**src/sv/acic_pkg.sv**
```systemverilog
// shared types, codes and the data-processing opcode map for the a32 classifier
package acic_pkg;

  // instruction class codes, in decode-table order
  typedef enum logic [5:0] {
    CLS_MLA     = 6'd0,  CLS_MUL     = 6'd1,  CLS_UMULL   = 6'd2,  CLS_UMLAL   = 6'd3,
    CLS_SMULL   = 6'd4,  CLS_SMLAL   = 6'd5,  CLS_SWP     = 6'd6,  CLS_BX      = 6'd7,
    CLS_BLX     = 6'd8,  CLS_LDRH    = 6'd9,  CLS_LDRSB   = 6'd10, CLS_LDRSH   = 6'd11,
    CLS_STRH    = 6'd12, CLS_LDRD    = 6'd13, CLS_STRD    = 6'd14, CLS_NOP     = 6'd15,
    CLS_MRS     = 6'd16, CLS_MSR     = 6'd17, CLS_AND     = 6'd18, CLS_EOR     = 6'd19,
    CLS_SUB     = 6'd20, CLS_RSB     = 6'd21, CLS_ADD     = 6'd22, CLS_ADC     = 6'd23,
    CLS_SBC     = 6'd24, CLS_RSC     = 6'd25, CLS_MOVW    = 6'd26, CLS_TST     = 6'd27,
    CLS_TEQ     = 6'd28, CLS_MOVT    = 6'd29, CLS_CMP     = 6'd30, CLS_CMN     = 6'd31,
    CLS_ORR     = 6'd32, CLS_MOV     = 6'd33, CLS_BIC     = 6'd34, CLS_MVN     = 6'd35,
    CLS_UDIV    = 6'd36, CLS_SDIV    = 6'd37, CLS_BFC     = 6'd38, CLS_BFI     = 6'd39,
    CLS_UXTB16  = 6'd40, CLS_UXTAB16 = 6'd41, CLS_UXTB    = 6'd42, CLS_UXTAB   = 6'd43,
    CLS_UXTH    = 6'd44, CLS_UXTAH   = 6'd45, CLS_LDRB    = 6'd46, CLS_LDR     = 6'd47,
    CLS_STRB    = 6'd48, CLS_STR     = 6'd49, CLS_LDM     = 6'd50, CLS_STM     = 6'd51,
    CLS_B       = 6'd52, CLS_BL      = 6'd53, CLS_MRC     = 6'd54, CLS_MCR     = 6'd55,
    CLS_SWI     = 6'd56, CLS_NONE    = 6'd57
  } instr_class_e;

  // diagnostic codes
  typedef enum logic [2:0] {
    DIAG_NONE    = 3'd0,
    DIAG_UNDEF   = 3'd1,
    DIAG_COPROC  = 3'd2,
    DIAG_MSRMASK = 3'd3,
    DIAG_BLCOND  = 3'd4
  } diag_e;

  // one decode result
  typedef struct packed {
    instr_class_e cls;
    diag_e        diag;
  } dec_t;

  // data-processing opcode to class
  function automatic instr_class_e dp_op_class(input logic [3:0] op);
    instr_class_e res;
    case (op)
      4'h0:    res = CLS_AND;
      4'h1:    res = CLS_EOR;
      4'h2:    res = CLS_SUB;
      4'h3:    res = CLS_RSB;
      4'h4:    res = CLS_ADD;
      4'h5:    res = CLS_ADC;
      4'h6:    res = CLS_SBC;
      4'h7:    res = CLS_RSC;
      4'h8:    res = CLS_TST;
      4'h9:    res = CLS_TEQ;
      4'hA:    res = CLS_CMP;
      4'hB:    res = CLS_CMN;
      4'hC:    res = CLS_ORR;
      4'hD:    res = CLS_MOV;
      4'hE:    res = CLS_BIC;
      default: res = CLS_MVN;
    endcase
    return res;
  endfunction

endpackage

```
**src/sv/acic_decode.sv**
```systemverilog
// combinational masked-compare decoder for one a32 instruction word
module acic_decode (
  input  logic [31:0]   instr_i,
  output acic_pkg::dec_t dec_o
);

  // group 0 compare masks and patterns
  localparam logic [31:0] MulMask    = 32'h0FC000F0;
  localparam logic [31:0] MulPat     = 32'h00000090;
  localparam logic [31:0] MullMask   = 32'h0F8000F0;
  localparam logic [31:0] MullPat    = 32'h00800090;
  localparam logic [31:0] SwpMask    = 32'h0FB00FF0;
  localparam logic [31:0] SwpPat     = 32'h01000090;
  localparam logic [31:0] BxMask     = 32'h0FFFFFF0;
  localparam logic [31:0] BxPat      = 32'h012FFF10;
  localparam logic [31:0] BlxPat     = 32'h012FFF30;
  localparam logic [31:0] HwRegMask  = 32'h0E400F90;
  localparam logic [31:0] HwRegPat   = 32'h00000090;
  localparam logic [31:0] DwMask     = 32'h0E0000F0;
  localparam logic [31:0] LdrdPat    = 32'h000000D0;
  localparam logic [31:0] StrdPat    = 32'h000000F0;
  localparam logic [31:0] HwImmMask  = 32'h0E400090;
  localparam logic [31:0] HwImmPat   = 32'h00400090;
  localparam logic [31:0] NopMask    = 32'h0FFFFFFF;
  localparam logic [31:0] NopPat     = 32'h0320F000;
  localparam logic [31:0] MrsMask    = 32'h0FBF0FFF;
  localparam logic [31:0] MrsPat     = 32'h010F0000;
  localparam logic [31:0] MsrRegMask = 32'h0FBFFFF0;
  localparam logic [31:0] MsrRegPat  = 32'h0129F000;
  localparam logic [31:0] MsrMask    = 32'h0DB0F000;
  localparam logic [31:0] MsrPat     = 32'h0120F000;
  // group 1
  localparam logic [31:0] MediaMask  = 32'h0E000010;
  localparam logic [31:0] MediaPat   = 32'h06000010;
  localparam logic [31:0] DivMask    = 32'h0FD0F0F0;
  localparam logic [31:0] DivPat     = 32'h0710F010;
  localparam logic [31:0] BfMask     = 32'h0FE00070;
  localparam logic [31:0] BfPat      = 32'h07C00010;
  localparam logic [31:0] UxtMask    = 32'h0FC000F0;
  localparam logic [31:0] UxtPat     = 32'h06C00070;
  // group 2 and 3
  localparam logic [31:0] BlkMask    = 32'h0E000000;
  localparam logic [31:0] BlkPat     = 32'h08000000;
  localparam logic [31:0] BrMask     = 32'h0F000000;
  localparam logic [31:0] BPat       = 32'h0A000000;
  localparam logic [31:0] BlPat      = 32'h0B000000;
  localparam logic [31:0] CpDtPat    = 32'h0C000000;
  localparam logic [31:0] CpMask     = 32'h0F000010;
  localparam logic [31:0] CpDoPat    = 32'h0E000000;
  localparam logic [31:0] CpRtPat    = 32'h0E000010;

  // halfword load/store by l bit and bits 6:5
  function automatic acic_pkg::dec_t halfword_dec(input logic [31:0] w);
    acic_pkg::dec_t r;
    r.diag = acic_pkg::DIAG_NONE;
    r.cls  = acic_pkg::CLS_NONE;
    if (w[20]) begin
      case (w[6:5])
        2'd1:    r.cls = acic_pkg::CLS_LDRH;
        2'd2:    r.cls = acic_pkg::CLS_LDRSB;
        2'd3:    r.cls = acic_pkg::CLS_LDRSH;
        default: r.diag = acic_pkg::DIAG_UNDEF;
      endcase
    end else if (w[5]) begin
      r.cls = acic_pkg::CLS_STRH;
    end else begin
      r.diag = acic_pkg::DIAG_UNDEF;
    end
    return r;
  endfunction

  logic [31:0]    w;
  acic_pkg::dec_t g0, g1, g2, g3;

  assign w = instr_i;

  // group 0: multiplies, misc, halfword transfers, data processing
  always_comb begin
    g0.diag = acic_pkg::DIAG_NONE;
    g0.cls  = acic_pkg::CLS_NONE;
    if ((w & MulMask) == MulPat) begin
      g0.cls = w[21] ? acic_pkg::CLS_MLA : acic_pkg::CLS_MUL;
    end else if ((w & MullMask) == MullPat) begin
      g0.cls = acic_pkg::instr_class_e'(6'(acic_pkg::CLS_UMULL) + {4'b0000, w[22:21]});
    end else if ((w & SwpMask) == SwpPat) begin
      g0.cls = acic_pkg::CLS_SWP;
    end else if ((w & BxMask) == BxPat) begin
      g0.cls = acic_pkg::CLS_BX;
    end else if ((w & BxMask) == BlxPat) begin
      g0.cls = acic_pkg::CLS_BLX;
    end else if ((w & HwRegMask) == HwRegPat) begin
      g0 = halfword_dec(w);
    end else if ((w & DwMask) == LdrdPat) begin
      g0.cls = acic_pkg::CLS_LDRD;
    end else if ((w & DwMask) == StrdPat) begin
      g0.cls = acic_pkg::CLS_STRD;
    end else if ((w & HwImmMask) == HwImmPat) begin
      g0 = halfword_dec(w);
    end else if ((w & NopMask) == NopPat) begin
      g0.cls = acic_pkg::CLS_NOP;
    end else if ((w & MrsMask) == MrsPat) begin
      g0.cls = acic_pkg::CLS_MRS;
    end else if ((w & MsrRegMask) == MsrRegPat) begin
      g0.cls = acic_pkg::CLS_MSR;
    end else if ((w & MsrMask) == MsrPat) begin
      g0.cls = acic_pkg::CLS_MSR;
      if (w[19:16] != 4'b1000) begin
        g0.diag = acic_pkg::DIAG_MSRMASK;
      end
    end else if (w[25] && !w[20] && w[24:21] == 4'h8) begin
      g0.cls = acic_pkg::CLS_MOVW;
    end else if (w[25] && !w[20] && w[24:21] == 4'hA) begin
      g0.cls = acic_pkg::CLS_MOVT;
    end else begin
      g0.cls = acic_pkg::dp_op_class(w[24:21]);
    end
  end

  // group 1: media space and single loads/stores
  always_comb begin
    g1.diag = acic_pkg::DIAG_NONE;
    g1.cls  = acic_pkg::CLS_NONE;
    if ((w & MediaMask) == MediaPat) begin
      if ((w & DivMask) == DivPat) begin
        g1.cls = w[21] ? acic_pkg::CLS_UDIV : acic_pkg::CLS_SDIV;
      end else if ((w & BfMask) == BfPat) begin
        g1.cls = (w[3:0] == 4'hF) ? acic_pkg::CLS_BFC : acic_pkg::CLS_BFI;
      end else if ((w & UxtMask) == UxtPat && w[21:20] != 2'b01) begin
        case (w[21:20])
          2'd0:    g1.cls = (w[19:16] == 4'hF) ? acic_pkg::CLS_UXTB16
                                               : acic_pkg::CLS_UXTAB16;
          2'd2:    g1.cls = (w[19:16] == 4'hF) ? acic_pkg::CLS_UXTB
                                               : acic_pkg::CLS_UXTAB;
          default: g1.cls = (w[19:16] == 4'hF) ? acic_pkg::CLS_UXTH
                                               : acic_pkg::CLS_UXTAH;
        endcase
      end else begin
        g1.diag = acic_pkg::DIAG_UNDEF;
      end
    end else if (w[20]) begin
      g1.cls = w[22] ? acic_pkg::CLS_LDRB : acic_pkg::CLS_LDR;
    end else begin
      g1.cls = w[22] ? acic_pkg::CLS_STRB : acic_pkg::CLS_STR;
    end
  end

  // group 2: block transfers and branches
  always_comb begin
    g2.diag = acic_pkg::DIAG_NONE;
    g2.cls  = acic_pkg::CLS_NONE;
    if ((w & BlkMask) == BlkPat) begin
      g2.cls = w[20] ? acic_pkg::CLS_LDM : acic_pkg::CLS_STM;
    end else if ((w & BrMask) == BPat) begin
      g2.cls = acic_pkg::CLS_B;
    end else if ((w & BrMask) == BlPat) begin
      g2.cls = acic_pkg::CLS_BL;
      if (w[31:28] == 4'hF) begin
        g2.diag = acic_pkg::DIAG_BLCOND;
      end
    end else begin
      g2.diag = acic_pkg::DIAG_UNDEF;
    end
  end

  // group 3: coprocessor and software interrupt
  always_comb begin
    g3.diag = acic_pkg::DIAG_NONE;
    g3.cls  = acic_pkg::CLS_NONE;
    if ((w & BlkMask) == CpDtPat || (w & CpMask) == CpDoPat) begin
      g3.diag = acic_pkg::DIAG_COPROC;
    end else if ((w & CpMask) == CpRtPat) begin
      g3.cls = w[20] ? acic_pkg::CLS_MRC : acic_pkg::CLS_MCR;
    end else begin
      g3.cls = acic_pkg::CLS_SWI;
    end
  end

  // group select on bits 27:26
  always_comb begin
    case (w[27:26])
      2'd0:    dec_o = g0;
      2'd1:    dec_o = g1;
      2'd2:    dec_o = g2;
      default: dec_o = g3;
    endcase
  end

endmodule

```
**src/sv/arm_a32_instruction_classifier.sv**
```systemverilog
// top level: input register, decoder and result register of the a32 classifier
//
// channel  direction  handshake                         payload
// instr    in         instr_valid_i / instr_ready_o     instr_i[31:0]
// result   out        result_valid_o / result_ready_i   instr_class_o[5:0], diagnostic_o[2:0]
//
// one instruction per cycle sustained while result_ready_i stays high; each transfer's result
// passes the input register, then is decoded into the result register
// both stages advance together; a full pipe stalls only while result_ready_i is low
// rst_ni clears the stage valid bits; payload registers are not reset
module arm_a32_instruction_classifier (
  input  logic        clk_i,
  input  logic        rst_ni,
  input  logic        instr_valid_i,
  output logic        instr_ready_o,
  input  logic [31:0] instr_i,
  output logic        result_valid_o,
  input  logic        result_ready_i,
  output logic [5:0]  instr_class_o,
  output logic [2:0]  diagnostic_o
);

  logic           s1_valid_q, s1_valid_d;
  logic [31:0]    instr_q;
  logic           s2_valid_q, s2_valid_d;
  acic_pkg::dec_t dec_q, dec_d;
  logic           s2_load, s1_load;

  // pipeline flow control
  assign s2_load       = !s2_valid_q || result_ready_i;
  assign instr_ready_o = !s1_valid_q || s2_load;
  assign s1_load       = instr_valid_i && instr_ready_o;
  assign s1_valid_d    = s1_load ? 1'b1 : (s2_load ? 1'b0 : s1_valid_q);
  assign s2_valid_d    = s2_load ? s1_valid_q : s2_valid_q;

  // decode of the held word
  acic_decode u_decode (
    .instr_i (instr_q),
    .dec_o   (dec_d)
  );

  // stage valid bits
  always_ff @(posedge clk_i or negedge rst_ni) begin
    if (!rst_ni) begin
      s1_valid_q <= 1'b0;
      s2_valid_q <= 1'b0;
    end else begin
      s1_valid_q <= s1_valid_d;
      s2_valid_q <= s2_valid_d;
    end
  end

  // payload registers
  always_ff @(posedge clk_i) begin
    if (s1_load) begin
      instr_q <= instr_i;
    end
    if (s2_load && s1_valid_q) begin
      dec_q <= dec_d;
    end
  end

  assign result_valid_o = s2_valid_q;
  assign instr_class_o  = dec_q.cls;
  assign diagnostic_o   = dec_q.diag;

  // an undefined or coprocessor diagnostic never carries a class
  a_diag_no_class: assert property (@(posedge clk_i) disable iff (!rst_ni)
    result_valid_o && (diagnostic_o == acic_pkg::DIAG_UNDEF ||
                       diagnostic_o == acic_pkg::DIAG_COPROC)
    |-> instr_class_o == acic_pkg::CLS_NONE)
    else $error("undefined/coprocessor diagnostic with a class");

  // msr mask diagnostic only on msr, bl condition only on bl
  a_diag_class_match: assert property (@(posedge clk_i) disable iff (!rst_ni)
    result_valid_o
    |-> (diagnostic_o != acic_pkg::DIAG_MSRMASK || instr_class_o == acic_pkg::CLS_MSR) &&
        (diagnostic_o != acic_pkg::DIAG_BLCOND || instr_class_o == acic_pkg::CLS_BL))
    else $error("diagnostic does not match class");

  // a full, stalled pipe takes no transfer
  a_full_stall: assert property (@(posedge clk_i) disable iff (!rst_ni)
    s1_valid_q && s2_valid_q && !result_ready_i |-> !instr_ready_o)
    else $error("transfer accepted into full pipe");

  // an accepted word reaches the result stage on the next advance
  a_advance: assert property (@(posedge clk_i) disable iff (!rst_ni)
    s1_valid_q && s2_load |=> s2_valid_q)
    else $error("result lost between stages");

  // class code stays in range
  a_class_range: assert property (@(posedge clk_i) disable iff (!rst_ni)
    result_valid_o |-> instr_class_o <= 6'(acic_pkg::CLS_NONE))
    else $error("class code out of range");

endmodule

```
**config.mk**
```make
export PLATFORM = sky130hd
export DESIGN_NAME = arm_a32_instruction_classifier
export DESIGN_NICKNAME = d
export VERILOG_FILES = /design/src/sv/acic_pkg.sv /design/src/sv/acic_decode.sv /design/src/sv/arm_a32_instruction_classifier.sv
export SDC_FILE = /design/constraint.sdc
export NUM_CORES = 1
export LEC_CHECK = 0
export ABC_AREA = 0
export ABC_CLOCK_PERIOD_IN_PS = 3800
export BUFFER_PORTS_ARGS = -buffer_cell sky130_fd_sc_hd__buf_2
export CAP_MARGIN = 20
export CORE_MARGIN = 2
export CORE_UTILIZATION = 35
export CTS_CLUSTER_DIAMETER = 200
export DETAILED_ROUTE_END_ITERATION = 7
export GPL_TIMING_DRIVEN = 0
export SYNTH_ARGS = -nofsm -noshare
export SYNTH_HDL_FRONTEND = slang
export SYNTH_HIERARCHICAL = 1
export SYNTH_SLANG_ARGS = --single-unit
```
**constraint.sdc**
```tcl
create_clock -name clk_i -period 3.8 [get_ports clk_i]
set_clock_uncertainty 0.05 [all_clocks]
set_input_delay 0.38 -clock clk_i [delete_from_list [all_inputs] [get_ports clk_i]]
set_output_delay 0.38 -clock clk_i [all_outputs]
set_load 0.05 [all_outputs]
```
==> results.json, run 1 <==
{
  "status": "finished, final reports clean",
  "cts_max_level": 2,
  "post-route-util_pct": 41.7,
  "synth_top_family_by_area": "simple AND/OR/NAND/NOR gates",
  "synth.most_common_cell": "edfxtp_1",
  "final_nets": 365,
  "fmax_mhz": 302,
  "ys_ff_latch": 43,
  "drc": 0,
  "grt_pass1_vias": 2218,
  "netlist-cell-type-count": 65,
  "drtAntennaViolNets": 0,
  "cts_tree": "built",
  "synth_xor_area_share_pct": 0,
  "vias_per_cell": 5.58,
  "synth.avg_cell_area_sq_um": 10.4,
  "cp_top_family": "simple AND/OR/NAND/NOR gates",
  "post-place-ws_ps": 514,
  "gr-total-overflow": 0,
  "grt_pass1_wl_mm": 11.2,
  "rrSetupSlack_ps": 490,
  "yosys-top-cells-count": "edfxtp_1, nand2_1, nor2_1",
  "vias": 2356,
  "initial_core_util_pct": 35.8,
  "cts.sinks": 43,
  "yosys.area_share.simple_pct": 27.0,
  "leakagePower_nw": 1.18,
  "worst_pin_slew_ps": 927,
  "slowest_stage": "nor4b_1",
  "drive_gt1_share_pct": 22.5,
  "ys_seq_area_share_pct": 46.6,
  "setup_tns_ps": 0,
  "grt_max_degree": 33,
  "crit_chain": "clkbuf_1, inv_1, ha_1, and4b_1, clkbuf_1, nand2_1, o311ai_0, nor4b_1, o21ai_0, a31oi_1",
  "synth_edf_count": 41,
  "grt_antenna_before_repair": 0,
  "port_buffers": 46,
  "clock_latency_ps": 290,
  "path_class": "reg2reg",
  "synth_compound_area_share_pct": 17.5,
  "crit_fanout": 8,
  "period_share_pct": 87.0,
  "pin_count": 47,
  "drtIter0Drc": 298,
  "dp_hpwl_mm": 5.20,
  "netlist_area_sq_um": 2750,
  "syn2layout_area_growth_pct": 16.5,
  "finalSetupViolations": 0,
  "antenna_cells": 0,
  "ys.flop_type": "edfxtp_1",
  "drt-total-wl_mm": 6.83,
  "cp-start-kind": "flop",
  "gp_congestion": 0.907,
  "max_stage_delay_ps": 490,
  "wl_per_cell_microns": 16.2,
  "hold_violations": 0,
  "timing.final.ws_setup_ps": 493,
  "max-slew-margin-rel_pct": 36.6,
  "maxSlewViolCount": 0,
  "yosys.area_share.adder_pct": 4.55,
  "setup.worst_path.end_class": "flop",
  "min_path_type": "in2reg",
  "cp.required_ps": 3900,
  "dieArea_sq_um": 8580,
  "synth.area.top_cells": "edfxtp_1, ha_1, nand2_1",
  "fp.dieW_microns": 92.6,
  "path_clk_slew_ps": 90,
  "clock-root-buffer": "clkbuf_8",
  "path_buf_inv": 3,
  "grtUsageTotal_pct": 16.7,
  "worstPathArrival_ps": 3400,
  "cp_common_cell": "clkbuf_1",
  "maxCapViolCount": 0,
  "core-area_sq_um": 7690,
  "synth-async-reset-ratio_pct": 4.65,
  "die_height_microns": 92.6,
  "synth_warnings": 6,
  "worst_ir_drop_vdd_mv": 0.204,
  "rsz0062_at_grt": "false",
  "power_density_nw_per_um2": 333,
  "row_count": 32,
  "synth_top_area_cell": "edfxtp_1",
  "cts_resized": 0,
  "synthMuxAreaShare_pct": 0.410,
  "fin_crit_ps": 3310,
  "syn-num-nets": 311,
  "yosysTopAreaCellShare_pct": 44.8,
  "synthCells": 265,
  "numCtsBuffers": 5,
  "clk_path_buf_depth": 2,
  "first_pass_iters": 5
}
final timing paths:
check | startpoint | to | depth (start not counted)
hold / removal | instr_i[20] | instr_q[20] | 1
min in group asynchronous | rst_ni | result_valid_o | 2
setup / recovery | instr_q[27] | diagnostic_o[0] | 10
hold reg to reg | s1_valid_q | result_valid_o | 1
setup reg to reg | instr_q[27] | diagnostic_o[0] | 10
max in group asynchronous | rst_ni | s1_valid_q | 2
per-stage QoR:
step	power, mW	cells	hold slack (ps)	instance area, sq um
after floorplan	0.723	265	34.4	2750
after global placement	0.786	413	115	3110
after detailed placement	0.788	413	115	3110
after CTS	1.08	422	185	3200
after global routing	1.12	422	177	3200
final	1.07	422	195	3200
routing by layer:
metal / global-route usage [%] / wire (microns) / up-vias
li1: - / - / 1144
met1: 23.4 / 3130 / 1096
met2: 26.9 / 3110 / 104
met3: 2.93 / 471 / 12
met4: 4.29 / 116 / 0
met5: 0 / 0 / -
cell type report:
cell class,count,area [sq um]
Fill cell,790,4490
Multi-Input combinational cell,196,1360
Sequential cell,43,1280
Timing Repair Buffer,47,240
Tap cell,102,128
Clock buffer,6,72.6
Buffer,15,65.1
Inverter,11,41.3
Clock inverter,2,12.5
report_power, final:
| part | internal [mW] | switching (mW) |
|---|---|---|
| combinational | 0.0679 | 0.133 |
| sequential | 0.560 | 0.0192 |
| clock | 0.129 | 0.158 |
logic make-up (layout without fill, tap and decap cells):
group                    count (synthesis)  count (layout)
flip-flops                              43              43
AO/OA/AOI/OAI                           63              63
buffers and inverters                   26              81
AND/OR/NAND/NOR                        122             122
multiplexers                             1               1
adder cells (fa/ha/maj)                 10              10
layout by cell type (no fill, tap or decap), drive strengths merged, types with 4 or more instances in the layout:
cell type,count
buf,51
edfxtp,41
nand2,22
nor2,17
clkbuf,16
o21ai,12
inv,11
ha,10
nand3,9
nor3,9
nand2b,8
nand4,8
and2,7
nor4,6
and3,6
a21oi,5
a21o,4
or4,4
state kept, by name, indices dropped and copies added (netlist names):
register and count:
instr_q 32, instr_class_o 6, diagnostic_o 3, result_valid_o 1
s1_valid_q 1
timing repair:
item / CTS / global route
hold buffers: 1 / 0
endpoints found under the hold margin: 2 / 0
endpoints found under the setup margin: 0 / 0
setup buffers: 0 / 0
Power figures use the tool's default switching activity.
==> run 2, diff against run 1 <==
--- a/config.mk
+++ b/config.mk
@@ -6,7 +6,7 @@
 export NUM_CORES = 1
 export LEC_CHECK = 0
 export ABC_AREA = 0
-export ABC_CLOCK_PERIOD_IN_PS = 3800
+export ABC_CLOCK_PERIOD_IN_PS = 4100
 export BUFFER_PORTS_ARGS = -buffer_cell sky130_fd_sc_hd__buf_2
 export CAP_MARGIN = 20
 export CORE_MARGIN = 2
@@ -14,6 +14,8 @@
 export CTS_CLUSTER_DIAMETER = 200
 export DETAILED_ROUTE_END_ITERATION = 7
 export GPL_TIMING_DRIVEN = 0
+export RECOVER_POWER = 100
+export SETUP_SLACK_MARGIN = 0.5
 export SYNTH_ARGS = -nofsm -noshare
 export SYNTH_HDL_FRONTEND = slang
 export SYNTH_HIERARCHICAL = 1
==> constraint.sdc (replaced) <==
create_clock -name clk_i -period 4.1 [get_ports clk_i]
set_clock_uncertainty 0.05 [all_clocks]
set_input_delay 0.41 -clock clk_i [delete_from_list [all_inputs] [get_ports clk_i]]
set_output_delay 0.41 -clock clk_i [all_outputs]
set_load 0.05 [all_outputs]
==> run 2 against run 1 <==
  * The flow now finishes with violations (capacitance limit, slew limit)
  * Via count is 0.76% lower
  * Sequential share of layout area rose by 0.38 points
  * Die area did not move
  * Routed wire length rose by 0.23%
  * Power down 7.8%
  * Maximum frequency fell by 1.1%
  * Register-to-register slack improved by 260 ps
  * Critical path type unchanged
  * Critical endpoint is now diagnostic_o[1]
  * Highest routed layer unchanged
==> results.json, run 2 (synthesis results as in run 1) <==
{
  "fp.dieW_microns": 92.6,
  "dp_hpwl_mm": 5.20,
  "finalSetupViolations": 0,
  "maxCapViolCount": 1,
  "first_pass_iters": 6,
  "layout_commonest_cell": "edfxtp_1",
  "largest_reg_flops": 32,
  "syn2layout_area_growth_pct": 15.4,
  "max_stage_delay_ps": 540,
  "cp-start-kind": "flop",
  "cts_tree": "built",
  "clock_latency_ps": 290,
  "max-slew-margin-rel_pct": -28.5,
  "final_cell_mix": "edfxtp_1, buf_2, clkbuf_1, nand2_1, nor2_1",
  "clock-root-buffer": "clkbuf_8",
  "power_density_nw_per_um2": 310,
  "grt_pass1_vias": 2218,
  "fmax_mhz": 299,
  "worst_pin_slew_ps": 1930,
  "drive_gt1_share_pct": 18.1,
  "slowest_stage": "edfxtp_1",
  "setup.worst_path.end_class": "flop",
  "dieArea_sq_um": 8580,
  "p_total_mw": 0.983,
  "grt_pass1_wl_mm": 11.2,
  "final_nets": 365,
  "hold_violations": 0,
  "path_class": "reg2reg",
  "pin_count": 47,
  "row_count": 32,
  "vias_per_cell": 5.54,
  "antenna_cells": 0,
  "violations": "capacitance limit, slew limit",
  "min_path_type": "in2reg",
  "cp.required_ps": 4110,
  "vias": 2338,
  "grtUsageTotal_pct": 16.7,
  "drc": 0,
  "grt_max_degree": 33,
  "drtIter0Drc": 269,
  "status": "complete, but fails checks",
  "drtAntennaViolNets": 0,
  "clk_path_buf_depth": 2,
  "leakagePower_nw": 1.13,
  "cts_max_level": 2,
  "period_share_pct": 81.6,
  "numCtsBuffers": 5,
  "grt_antenna_before_repair": 0,
  "port_buffers": 46,
  "fin_crit_ps": 3340,
  "gp_congestion": 0.907,
  "worstPathArrival_ps": 3350,
  "core-area_sq_um": 7690,
  "drt-total-wl_mm": 6.85,
  "maxSlewViolCount": 33,
  "setup_tns_ps": 0,
  "cts.sinks": 43,
  "gr-total-overflow": 0,
  "crit_fanout": 10,
  "top_register": "instr_q",
  "crit_chain": "clkbuf_1, inv_1, ha_1, and2_0, or4b_1, nor4_4, a2111oi_0, nor3b_1, a21o_1",
  "rsz0062_at_grt": "false",
  "wl_per_cell_microns": 16.2,
  "worst_ir_drop_vdd_mv": 0.189,
  "path_clk_slew_ps": 90,
  "die_height_microns": 92.6,
  "initial_core_util_pct": 35.8
}
run 2: cell count changes in the layout (fill, tap and decap cells not counted):
cell,change
clkbuf_1,+13
buf_2,-12
and2_0,+3
and2_1,-2
and2_4,-1
buf_4,-1
nand3b_2,+1
nand3b_4,-1
run 2: routing by layer:
layer	track usage, %	routed length [microns]	vias to the layer above
li1	-	-	1142
met1	23.4	3050	1086
met2	26.9	3130	100
met3	2.93	562	10
met4	4.29	105	0
met5	0	0	-
run 2: worst paths after layout:
kind	from	to	slack, ps	depth (start not counted)
min in group asynchronous	rst_ni	result_valid_o	370	2
max in group asynchronous	rst_ni	s1_valid_q	3520	2
min	instr_i[8]	instr_q[8]	230	1
max	instr_q[22]	diagnostic_o[1]	760	9
min reg2reg	s1_valid_q	result_valid_o	460	1
max reg2reg	instr_q[22]	diagnostic_o[1]	760	9
run 2: cell type report:
class	instances	area, sq um
Sequential cell	43	1280
Multi-Input combinational cell	196	1350
Clock buffer	6	72.6
Buffer	15	61.3
Fill cell	794	4520
Clock inverter	2	12.5
Tap cell	102	128
Timing Repair Buffer	47	225
Inverter	11	41.3
run 2: repair_timing:
action / in CTS / in global routing
hold buffers: 1 / 0
buffers inserted: 0 / 0
hold endpoints to repair: 2 / 0
resized for setup: 0 / 0
run 2: worst max-delay path, delay by kind of cell (launching register included):
| kind | cells | cell delay, ps |
|---|---|---|
| DFF | 1 | 540 |
| AOI/OAI and AO/OA | 2 | 410 |
| and+or+nand+nor | 4 | 1330 |
| buffers and inverters | 2 | 530 |
| adders and majority gates | 1 | 230 |
run 2: power breakdown:
group | switching (mW) | internal, mW
sequential | 0.0174 | 0.520
combinational | 0.123 | 0.0582
clock | 0.145 | 0.119
total | 0.286 | 0.697
run 2: per-stage QoR:
stage	cells	area, sq um	utilization [%]	setup WS [ps]	hold slack, ps
5_1_grt	422	3170	41.3	549	207
3_5_place_dp	413	3110	40.4	814	145
6_report	422	3170	41.3	756	228
4_1_cts	422	3200	41.7	777	215
2_1_floorplan	265	2750	-	1470	64.4
3_3_place_gp	413	3110	40.4	804	145
==> run 3, diff against run 2 <==
--- a/config.mk
+++ b/config.mk
@@ -5,8 +5,8 @@
 export SDC_FILE = /design/constraint.sdc
 export NUM_CORES = 1
 export LEC_CHECK = 0
-export ABC_AREA = 0
-export ABC_CLOCK_PERIOD_IN_PS = 4100
+export ABC_AREA = 1
+export ABC_CLOCK_PERIOD_IN_PS = 2700
 export BUFFER_PORTS_ARGS = -buffer_cell sky130_fd_sc_hd__buf_2
 export CAP_MARGIN = 20
 export CORE_MARGIN = 2
==> constraint.sdc (replaced) <==
create_clock -name clk_i -period 2.7 [get_ports clk_i]
set_clock_uncertainty 0.05 [all_clocks]
set_input_delay 0.27 -clock clk_i [delete_from_list [all_inputs] [get_ports clk_i]]
set_output_delay 0.27 -clock clk_i [all_outputs]
set_load 0.05 [all_outputs]
==> run 3 against run 2 <==
  * Critical path type unchanged
  * Sequential share of layout area decreased by 4.7 points
  * The flow now finishes without violations
  * Sequential power increased by 52%
  * Combinational power grew 85%
  * Power grew 67%
==> results.json, run 3 <==
{
  "ys.flop_type": "edfxtp_1",
  "worstPathArrival_ps": 2310,
  "synth_edf_count": 41,
  "fp.dieW_microns": 92.7,
  "cts_max_level": 2,
  "drtIter0Drc": 219,
  "gp_congestion": 0.961,
  "cts_tree": "built",
  "cp-start-kind": "flop",
  "worst_ir_drop_vdd_mv": 0.326,
  "vias": 2620,
  "synth_warnings": 6,
  "grt_pass1_vias": 2348,
  "fmax_mhz": 434,
  "row_count": 32,
  "leakagePower_nw": 1.66,
  "maxSlewViolCount": 0,
  "drc": 0,
  "die_height_microns": 92.7,
  "synthMuxAreaShare_pct": 0,
  "finalSetupViolations": 0,
  "placed_cell_area_sq_um": 3140,
  "first_pass_iters": 5,
  "synth.area.top_cells": "edfxtp_1, nand2_1, inv_1",
  "largest_reg_flops": 32,
  "syn2layout_area_growth_pct": 30.2,
  "clk_path_buf_depth": 2,
  "netlist-cell-type-count": 34,
  "status": "finished, final reports clean",
  "vias_per_cell": 5.01,
  "syn-num-nets": 384,
  "hold_violations": 0,
  "synth_xor_area_share_pct": 0,
  "slowest_stage": "edfxtp_1",
  "yosys.area_share.simple_pct": 33.6,
  "pin_count": 47,
  "netlist_area_sq_um": 2750,
  "rrSetupSlack_ps": 390,
  "synth_top_family_by_area": "simple AND/OR/NAND/NOR gates",
  "path_class": "reg2reg",
  "yosys-top-cells-count": "nand2_1, inv_1, edfxtp_1",
  "setup_tns_ps": 0,
  "grt_antenna_before_repair": 0,
  "design_area_sq_um": 3580,
  "final_cell_mix": "nand2_1, edfxtp_1, inv_1, nor2_1, buf_2",
  "synth_compound_area_share_pct": 7.14,
  "period_share_pct": 85.4,
  "max_stage_delay_ps": 400,
  "yosys.area_share.adder_pct": 4.55,
  "core-area_sq_um": 7690,
  "synth_top_area_cell": "edfxtp_1",
  "final_nets": 466,
  "grt_max_degree": 28,
  "crit_chain": "clkbuf_1, nor2_1, nand3_2, nor3_4, nand3_2, nand3_1, o21ai_0, nand2_1, nand3b_1, nand2_1, nand2_1, nand2_1, nand2_1",
  "fin_crit_ps": 2310,
  "gr-total-overflow": 0,
  "synth.most_common_cell": "nand2_1",
  "top_register": "instr_q",
  "yosysTopAreaCellShare_pct": 44.7,
  "setup.worst_path.end_class": "flop",
  "port_buffers": 46,
  "power_density_nw_per_um2": 457,
  "drt-total-wl_mm": 7.17,
  "ys_ff_latch": 43,
  "cts.sinks": 43,
  "grtUsageTotal_pct": 16.4,
  "antenna_cells": 0,
  "min_path_type": "in2reg",
  "wl_per_cell_microns": 13.7,
  "synth-async-reset-ratio_pct": 4.65,
  "dp_hpwl_mm": 5.18,
  "drive_gt1_share_pct": 28.7,
  "dieArea_sq_um": 8590,
  "cp_common_cell": "nand2_1",
  "rsz0062_at_grt": "true",
  "numCtsBuffers": 5,
  "worst_pin_slew_ps": 1110,
  "layout_commonest_cell": "nand2_1",
  "maxCapViolCount": 0,
  "clock-root-buffer": "clkbuf_8",
  "clock_latency_ps": 300,
  "hold_slack_ps": 88.9,
  "initial_core_util_pct": 35.8,
  "synth.avg_cell_area_sq_um": 8.14,
  "grt_pass1_wl_mm": 11.0,
  "drtAntennaViolNets": 0,
  "path_clk_slew_ps": 90,
  "crit_fanout": 4,
  "ys_seq_area_share_pct": 46.5,
  "synthCells": 338,
  "cp.required_ps": 2700,
  "max-slew-margin-rel_pct": 25.7
}
-- run 3: cell count changes after synthesis, moves of 8 or more --
cell      change
nand2b_1      -8
inv_1        +35
clkbuf_1     -10
nor2_1       +22
nand3_1      +17
nand2_1      +73
nor2_2        +8
-- run 3: worst max-delay path: cells and delay by family, from the launching register on --
kind	cells	cell delay (ps)
AND/OR/NAND/NOR	11	1350
flip-flops	1	400
buffers and inverters	1	150
AO/OA/AOI/OAI	1	100
-- run 3: timing repair --
item | 4_1_cts | 5_1_grt
buffers inserted | 9 | 18
pin swaps | 3 | 13
gates resized for setup | 9 | 34
setup endpoints to repair | 8 | 8
hold buffers | 1 | 0
hold endpoints to repair | 2 | 0
-- run 3: final timing paths --
| check | start | endpoint | cells past startpoint |
|---|---|---|---|
| setup reg to reg | instr_q[23] | instr_class_o[2] | 13 |
| hold / removal | instr_i[16] | instr_q[16] | 1 |
| max in group asynchronous | rst_ni | result_valid_o | 2 |
| setup / recovery | instr_q[23] | instr_class_o[2] | 13 |
| hold reg to reg | s1_valid_q | result_valid_o | 2 |
| min in group asynchronous | rst_ni | s1_valid_q | 2 |
-- run 3: per-layer routing --
layer	vias up	share of wire, %	GRT usage (%)
met2	129	48	28.2
met1	1185	40	20.8
met5	-	0	0
met3	22	7.2	2.77
met4	0	4.9	6.00
li1	1284	-	-
-- run 3: report_power, final --
part | internal (mW) | leakage, nW | switching [mW] | total [mW]
combinational | 0.114 | 1.19 | 0.219 | 0.334
clock | 0.271 | 0.0556 | 0.221 | 0.491
sequential | 0.788 | 0.416 | 0.0263 | 0.815
-- run 3: area by class of cell --
cell class | count | area [sq um]
clock inverter | 3 | 38.8
sequential | 43 | 1280
buffer | 3 | 33.8
multi-input combinational | 241 | 1400
clock buffer | 5 | 68.8
tap | 102 | 128
timing repair buffer | 75 | 440
fill | 768 | 4100
inverter | 51 | 199
-- run 3: through the flow --
stage	util, %	setup WS, ps	std cells	power, mW
detailed placement	40.8	88.0	487	1.11
floorplan	-	529	338	1.02
global route	46.6	220	523	1.71
finish	46.6	395	523	1.64
CTS	43.7	504	505	1.62
global placement	40.5	157	486	1.10
-- run 3: cells by family (layout without fill, tap and decap cells) --
family                     after synthesis  in the layout
buffers and inverters                   54            137
adders and majority gates               10             10
and+or+nand+nor                        199            199
AOI/OAI and AO/OA                       32             32
DFF                                     43             43
